$ cat src/rtl/alas_pkg.sv
// Shared constants and types for the array list append, remove and search unit.
package alas_pkg;

    localparam int CAPACITY = 64;
    localparam int DATA_W   = 32;
    localparam int FUNC_W   = 2;
    localparam int POS_W    = 6;
    localparam int IDX_W    = $clog2(CAPACITY);
    localparam int CNT_W    = $clog2(CAPACITY + 1);

    typedef enum logic [FUNC_W-1:0] {
        FUNC_APPEND = 2'd0,
        FUNC_REMOVE = 2'd1,
        FUNC_SEARCH = 2'd2
    } func_t;

    typedef enum logic [4:0] {
        S_IDLE  = 5'b00001,
        S_EXEC  = 5'b00010,
        S_SHIFT = 5'b00100,
        S_SCAN  = 5'b01000,
        S_DONE  = 5'b10000
    } state_t;

endpackage

$ cat src/rtl/alas_ram.sv
// Generic single-write, single-read RAM with a registered read port.
module alas_ram #(
    parameter int WIDTH = 32,
    parameter int DEPTH = 64
) (
    input  logic                     clk,
    input  logic                     we,
    input  logic [$clog2(DEPTH)-1:0] waddr,
    input  logic [WIDTH-1:0]         wdata,
    input  logic [$clog2(DEPTH)-1:0] raddr,
    output logic [WIDTH-1:0]         rdata
);

    logic [WIDTH-1:0] mem [DEPTH];

    always_ff @(posedge clk)
    begin
        if (we)
        begin
            mem[waddr] <= wdata;
        end
        rdata <= mem[raddr];
    end

endmodule

$ cat src/rtl/array_list_append_remove_search_unit.sv
// Top level of the bounded array list with append, remove and search operations.
//
// One item is taken when start is high and busy is low, and its result appears on the
// result ports for one cycle with done high; the receiver cannot stall it. The unit takes
// no new item before it is through with the last one. A successful remove moves every
// later entry down one place per cycle through the list memory, which has one read
// port and one write port. A search reads and compares the memory one entry per cycle
// from index 0 until it hits or has read every entry. The result reports the count
// after the operation.
module array_list_append_remove_search_unit (
    input  logic                                clk,
    input  logic                                rst_n,
    input  logic                                start,
    output logic                                busy,
    input  logic [alas_pkg::FUNC_W-1:0]         func,
    input  logic signed [alas_pkg::DATA_W-1:0]  value,
    input  logic [alas_pkg::POS_W-1:0]          position,
    output logic                                done,
    output logic                                success,
    output logic [alas_pkg::IDX_W-1:0]          found_position,
    output logic [alas_pkg::CNT_W-1:0]          count,
    output logic                                empty_res,
    output logic                                full_res
);

    import alas_pkg::*;

    state_t             state_reg, state_next;
    logic [CNT_W-1:0]   count_reg, count_next;
    logic [IDX_W-1:0]   rd_idx_reg, rd_idx_next;
    logic               ok_reg, ok_next;
    logic [IDX_W-1:0]   found_reg, found_next;
    func_t              func_reg;
    logic [DATA_W-1:0]  value_reg;
    logic [POS_W-1:0]   pos_reg;

    logic               done_reg;
    logic               success_reg;
    logic [IDX_W-1:0]   found_pos_reg;
    logic [CNT_W-1:0]   count_out_reg;
    logic               empty_reg;
    logic               full_reg;

    logic               mem_we;
    logic [IDX_W-1:0]   mem_waddr;
    logic [DATA_W-1:0]  mem_wdata;
    logic [IDX_W-1:0]   mem_raddr;
    logic [DATA_W-1:0]  mem_rdata;

    alas_ram #(
        .WIDTH (DATA_W),
        .DEPTH (CAPACITY)
    ) u_ram (
        .clk   (clk),
        .we    (mem_we),
        .waddr (mem_waddr),
        .wdata (mem_wdata),
        .raddr (mem_raddr),
        .rdata (mem_rdata)
    );

    always_comb
    begin
        state_next  = state_reg;
        count_next  = count_reg;
        rd_idx_next = rd_idx_reg;
        ok_next     = ok_reg;
        found_next  = found_reg;
        mem_we      = 1'b0;
        mem_waddr   = rd_idx_reg - IDX_W'(1);
        mem_wdata   = value_reg;
        mem_raddr   = rd_idx_reg;
        case (state_reg)
            S_IDLE:
            begin
                if (start)
                begin
                    state_next = S_EXEC;
                end
            end
            S_EXEC:
            begin
                ok_next    = 1'b0;
                found_next = '0;
                state_next = S_DONE;
                case (func_reg)
                    FUNC_APPEND:
                    begin
                        if (count_reg < CNT_W'(CAPACITY))
                        begin
                            mem_we     = 1'b1;
                            mem_waddr  = count_reg[IDX_W-1:0];
                            count_next = count_reg + CNT_W'(1);
                            ok_next    = 1'b1;
                        end
                    end
                    FUNC_REMOVE:
                    begin
                        if (CNT_W'(pos_reg) < count_reg)
                        begin
                            if (CNT_W'(pos_reg) + CNT_W'(1) < count_reg)
                            begin
                                rd_idx_next = IDX_W'(pos_reg) + IDX_W'(1);
                                mem_raddr   = IDX_W'(pos_reg) + IDX_W'(1);
                                state_next  = S_SHIFT;
                            end
                            else
                            begin
                                count_next = count_reg - CNT_W'(1);
                                ok_next    = 1'b1;
                            end
                        end
                    end
                    FUNC_SEARCH:
                    begin
                        if (count_reg != '0)
                        begin
                            rd_idx_next = '0;
                            mem_raddr   = '0;
                            state_next  = S_SCAN;
                        end
                    end
                    default:
                    begin
                        state_next = S_DONE;
                    end
                endcase
            end
            S_SHIFT:
            begin
                mem_we    = 1'b1;
                mem_waddr = rd_idx_reg - IDX_W'(1);
                mem_wdata = mem_rdata;
                if (CNT_W'(rd_idx_reg) + CNT_W'(1) < count_reg)
                begin
                    rd_idx_next = rd_idx_reg + IDX_W'(1);
                    mem_raddr   = rd_idx_reg + IDX_W'(1);
                end
                else
                begin
                    count_next = count_reg - CNT_W'(1);
                    ok_next    = 1'b1;
                    state_next = S_DONE;
                end
            end
            S_SCAN:
            begin
                if (mem_rdata == value_reg)
                begin
                    ok_next    = 1'b1;
                    found_next = rd_idx_reg;
                    state_next = S_DONE;
                end
                else if (CNT_W'(rd_idx_reg) + CNT_W'(1) < count_reg)
                begin
                    rd_idx_next = rd_idx_reg + IDX_W'(1);
                    mem_raddr   = rd_idx_reg + IDX_W'(1);
                end
                else
                begin
                    state_next = S_DONE;
                end
            end
            S_DONE:
            begin
                state_next = S_IDLE;
            end
            default:
            begin
                state_next = S_IDLE;
            end
        endcase
    end

    always_ff @(posedge clk or negedge rst_n)
    begin
        if (!rst_n)
        begin
            state_reg  <= S_IDLE;
            count_reg  <= '0;
            rd_idx_reg <= '0;
            done_reg   <= 1'b0;
        end
        else
        begin
            state_reg  <= state_next;
            count_reg  <= count_next;
            rd_idx_reg <= rd_idx_next;
            done_reg   <= (state_reg == S_DONE);
        end
    end

    always_ff @(posedge clk)
    begin
        ok_reg    <= ok_next;
        found_reg <= found_next;
        if (state_reg == S_IDLE && start)
        begin
            func_reg  <= func_t'(func);
            value_reg <= value;
            pos_reg   <= position;
        end
        if (state_reg == S_DONE)
        begin
            success_reg   <= ok_reg;
            found_pos_reg <= found_reg;
            count_out_reg <= count_reg;
            empty_reg     <= (count_reg == '0);
            full_reg      <= (count_reg == CNT_W'(CAPACITY));
        end
    end

    assign busy           = (state_reg != S_IDLE);
    assign done           = done_reg;
    assign success        = success_reg;
    assign found_position = found_pos_reg;
    assign count          = count_out_reg;
    assign empty_res      = empty_reg;
    assign full_res       = full_reg;

endmodule

$ cat config.mk
export PLATFORM = sky130hd
export DESIGN_NAME = array_list_append_remove_search_unit
export DESIGN_NICKNAME = d
export VERILOG_FILES = /design/src/rtl/alas_pkg.sv /design/src/rtl/alas_ram.sv /design/src/rtl/array_list_append_remove_search_unit.sv
export SDC_FILE = /design/constraint.sdc
export NUM_CORES = 2
export LEC_CHECK = 0
export BUFFER_PORTS_ARGS = -buffer_cell sky130_fd_sc_hd__buf_2
export CORE_MARGIN = 4
export CORE_UTILIZATION = 55
export DETAILED_ROUTE_END_ITERATION = 10
export GPL_ROUTABILITY_DRIVEN = 0
export PLACE_DENSITY = 0.79
export SETUP_SLACK_MARGIN = 0.3
export SKIP_CTS_REPAIR_TIMING = 1
export SYNTH_ARGS = -nofsm -noshare
export SYNTH_HDL_FRONTEND = slang
export SYNTH_HIERARCHICAL = 1
export SYNTH_SLANG_ARGS = --single-unit
$ cat constraint.sdc
create_clock -name clk -period 9.45 [get_ports clk]
set_input_delay 1.89 -clock clk [delete_from_list [all_inputs] [get_ports clk]]
set_output_delay 1.89 -clock clk [all_outputs]
set_load 0.05 [all_outputs]
Yosys cells after proc, flatten, opt, wreduce, memory -nomap -nowiden
Memories as Yosys holds them, arrays and structs flattened. A register that Yosys moved wholly into a read port is not among the register bits.
Cells that the tools add are included.

word-level totals
  register bits after elaboration = 82
  latch bits = 0
  memory bits (writable) = 2048
  memory bits (read-only) = 0
  bits of input ports = 43
  output and inout port bits = 18
  logic and storage cells = 91
  memories kept = 1

memories
  memory     depth  bits a word  rd ports  clocked after Yosys merged registers in  wr ports  line            source
  u_ram.mem  64     32           1         1                                        1         alas_ram.sv:14  logic [WIDTH-1:0] mem [DEPTH];

cells by class
  add/sub/neg operators = 7
  $mul = 0
  div/mod/pow operators = 0
  magnitude comparators = 4
  eq/ne operators = 17
  shift operators = 0
  multiplexer cells = 38
  bitwise logic cells = 0
  reduce and logical (&&, ||, !) cells = 10

operators by type and width
  cell                 count
  $mux 6               9
  $eq 32x32->1         1
  $mux 32              1
  $mux 5               6
  $mux 7               4
  $pmux 7 s2           2
  $pmux 6 s2           2
  $pmux 5 s4           1
  $pmux 6 s3           1
  $add 6x1->7 const B  2
  $lt 7x7->1           2
  $add 6x1->6 const B  2
  $pmux 5 s2           1
  $ne 3x3->1 const B   3
  $mux 1               8
  $add 7x1->7 const B  1
  $eq 7x7->1 const B   1
  $logic_not 7->1      1
  $lt 6x7->1           1
  $lt 7x7->1 const B   1
  $reduce_bool 7->1    1
  $sub 7x1->7 const B  1
  $ne 2x2->1 const B   3
  $reduce_and 6->1     1
  other kinds (18)     20

Logic depth before layout (Yosys ltp)
  depth after elaboration = 6
  depth in mapped cells = 22
  mapped depth without buffers = 16

Cells and area by module
Netlist, hierarchy kept.

modules (own cells, without submodules)
  module                                instances  cells an instance  area an instance (µm²)  sequential area each (µm²)
  alas_ram                              1          3324               78515.3                 62139.6
  array_list_append_remove_search_unit  1          434                4535.6                  2368.5

Least setup slack after synthesis
OpenSTA, ideal clock, no wires.

  kind = register to register
  start = register state_reg[2]
  end = memory u_ram.mem[49][0], enable pin
  library setup time = 0.461 ns
  data arrival time = 4.315 ns
  data required time = 8.989 ns
  path slack = 4.674 ns
  stages on the path, launching flop included = 11
  path buffers = 2
  clock period less this slack = 4.776 ns
  cells stage by stage = dfrtp_1 -> or3_1 -> nor3b_2 -> nand3_1 -> clkbuf_1 -> nand2_1 -> o21ai_0 -> clkbuf_1 -> nor2b_1 -> nand4_1 -> nor3_1

between the ends
  elaborated cells between the ends (all ways) = 6
  those cells by class = 2 x eq/ne; 4 x mux

RTL lines
  element                 line                                         source
  from (decl)             array_list_append_remove_search_unit.sv:28   state_t state_reg, state_next;
  from (signal assigned)  array_list_append_remove_search_unit.sv:186  state_reg <= state_next;
  $eq 5x2->1              array_list_append_remove_search_unit.sv:73   case (state_reg)
  $mux 6                  -
  net mem_waddr[3]        array_list_append_remove_search_unit.sv:45   logic [IDX_W-1:0] mem_waddr;
  to (decl)               alas_ram.sv:14

The timed path passes the listed nets, and every way through them passes these cells.

Final worst setup path
  start = register value_reg[8]
  end = register u_ram.rdata[17] (read register of u_ram.mem)

between the ends
  cells in the longest elaborated chain, start to end = 3

RTL lines
  element                 line                                         source
  from (decl)             array_list_append_remove_search_unit.sv:34   logic [DATA_W-1:0] value_reg;
  from (signal assigned)  array_list_append_remove_search_unit.sv:200  value_reg <= value;
  $eq 32x32->1            array_list_append_remove_search_unit.sv:148  if (mem_rdata == value_reg)
  $mux 6                  -
  $pmux 6 s3              -
  net mem_raddr[2]        array_list_append_remove_search_unit.sv:47   logic [IDX_W-1:0] mem_raddr;
  to (decl)               alas_ram.sv:11                               output logic [WIDTH-1:0] rdata

The timed path passes the listed nets, and every way through them passes these cells.
A chain may end at the register's enable or synchronous reset.

==> results.cfg <==
[status]
status = complete, but fails checks
violations = max-capacitance violations, max-slew violations

[sta]
period_needed_ns = 7.15
post-route-worst-setup-slack_ns = 2.30
slew_headroom_pct = -6.63
setup_viol = 0
tns_ns = 0
min_period_over_period_pct = 75.6
tightestPinTransition_ns = 1.59
clock_skew_ns = 0.0408
max_freq_ghz = 0.140
hold_violations = 0
grt_setup_unrepaired = false
maxSlewViolCount = 2
whs_ns = 0.418

[floorplanning]
ioPinCount = 61
die_w_um = 397
die_height_um = 397
fp.coreArea_um2 = 150000
initial_core_util_pct = 55.4
rows = 142
die-area_um2 = 157000

[final_layout]
seq_area_um2 = 64500
fin_cells = 6149
drive_gt1_share_pct = 27.5
final_common_cell = edfxtp_1
fin_area_um2 = 92900
fill_cells = 9654
largest_reg_flops = 2048
layout_common_cells = edfxtp_1 (2111), mux4_2 (544), clkbuf_16 (201)
postLayoutCoreUtil_pct = 61.9
multi_input_area_um2 = 18200
syn_to_final_growth_pct = 11.8
final_net_count = 4029

[route]
drc = 0
routed-via-count = 41719
viasPerCell = 6.78
wl_mm = 219
dr.pass1.iters = 10
wl_per_cell_um = 35.7
first_iter_violations = 6435
detail-route-antenna-nets = 0

[clock_network]
clock_latency_ns = 0.84
clkTransAtPathRegs_ns = 0.06
h-tree-depth = 4
ctsLongestPathBuffers = 3
cts_tree = built
clock-sinks = 2162
cts-buffers-inserted = 199
clockRootBuffer = clkbuf_16

[yosys]
yosysWarningCount = 6
yosysSeqAreaShare_pct = 77.7
ys_seq_elements = 2162
syn_avg_cell_area_um2 = 22.1
synth_ff_type = edfxtp_1
netlist_instances = 3758
synth_edf_count = 2111
ys_async_sr_fraction_pct = 0.879
synth.distinct_cells = 64
syn_nets = 3827
synth_area_um2 = 83100

[hold_path]
min_path_type = reg2reg

[critical_path]
cp-end-kind = flip-flop
crit_path_end = u_ram/rdata[17]
critPathLaunch = value_reg[8]
crit_arrival_ns = 7.80
ff2ff_path_depth = 14
reg2reg_slack_ns = 2.30
r2r-start = value_reg[8]
worstPathRequired_ns = 10.10
r2r-end = u_ram/rdata[17]
cp-start-kind = flip-flop
worstPathMaxFanout = 90
critical_path_class = reg2reg

[power_and_ir_drop]
powerDensity_nw_per_um2 = 264
leakage_nw = 28.2
p_total_mw = 24.5
max-vdd-ir-drop_uv = 253

[global_routing]
grt_pass1_wl_mm = 312
track_usage_pct = 28.2
grt_start_max_net_pins = 113
grt_overflow = 0
grt_pass1_vias = 42185
grt_antenna_before_repair = 14

[placed_design]
dp.cells = 5775
dp_slack_ns = 2.90
place_area_um2 = 86700
port_buffers = 60
hpwl_mm = 113

[flow_run]
cap_violations = 1
==> metal layers <==
metal / share of wire (%) / track usage [%] / up-vias
li1: - / - / 16170
met1: 33 / 36.4 / 21479
met2: 47 / 43.8 / 3415
met3: 14 / 9.41 / 641
met4: 5.7 / 13.2 / 14
met5: 0.23 / 0.831 / -
==> worst max-delay path, stage by stage (launching register included) <==
cell      delay [ns]
edfxtp_1        0.53
xor2_1          0.34
nor4_1          1.07
nand4_1         0.58
o21ai_1         0.48
a21o_4          0.23
nand3_1         0.11
o311ai_2        0.12
buf_12          0.50
buf_4           0.77
mux4_2          0.41
nor2b_1         0.12
a21oi_1         0.06
a311oi_1        1.25
nor3_1          0.15
==> where the power goes <==
group,internal (mW),switching (mW),total [mW],leakage [nW]
registers,11.2,0.230,11.4,19.5
clock network,4.22,3.49,7.71,3.02
logic,1.88,3.54,5.42,5.65
==> cells by family (layout without fill, tap and decap cells) <==
group	after synthesis	count (layout)	synth area share (%)
multiplexers	638	638	15.9
AND/OR/NAND/NOR	414	414	2.27
AO/OA/AOI/OAI	256	256	2.03
other	0	7	0
adder cells (fa/ha/maj)	26	26	0.392
buffers and inverters	211	579	1.20
XOR/XNOR	51	51	0.538
flip-flops	2162	2162	77.7
==> cell type report <==
cell class	instances	area share, %
Antenna cell	7	0.0189
Clock buffer	253	5.67
Clock inverter	114	1.00
Inverter	15	0.0606
Multi-Input combinational cell	1385	19.6
Sequential cell	2162	69.4
Tap cell	2016	2.72
Timing Repair Buffer	197	1.52
==> how the worst min path moves through the flow <==
| stage | from | end | slack [ns] | cells past startpoint |
|---|---|---|---|---|
| 3_3_place_gp | ok_reg | success | 0.40 | 0 |
| 2_1_floorplan | found_reg[0] | found_position[0] | 0.40 | 0 |
| 4_1_cts | found_reg[5] | found_position[5] | 0.42 | 0 |
| 6_report | found_reg[5] | found_position[5] | 0.42 | 0 |
| 3_5_place_dp | found_reg[5] | found_position[5] | 0.41 | 0 |
| 5_1_grt | found_reg[5] | found_position[5] | 0.42 | 0 |
==> cells in the mapped netlist, types with 12 or more instances <==
library cell  count  share of area, %
a21oi_1          81              0.49
a22oi_1          12              0.11
buf_1            21             0.095
buf_2            59              0.36
buf_4            25              0.23
clkbuf_1         86              0.39
dfrtp_1          18              0.54
dfxtp_1          32              0.77
edfxtp_1       2111                76
ha_1             26              0.39
inv_1            15             0.068
mux2i_1          93               1.1
mux4_2          544                15
nand2_1         142              0.64
nand3_1          16             0.096
nor2_1          151              0.68
nor2b_1          16              0.12
o221ai_1         28              0.30
o22ai_1          85              0.64
xor2_1           40              0.42
(Power assumes the default switching activity.)
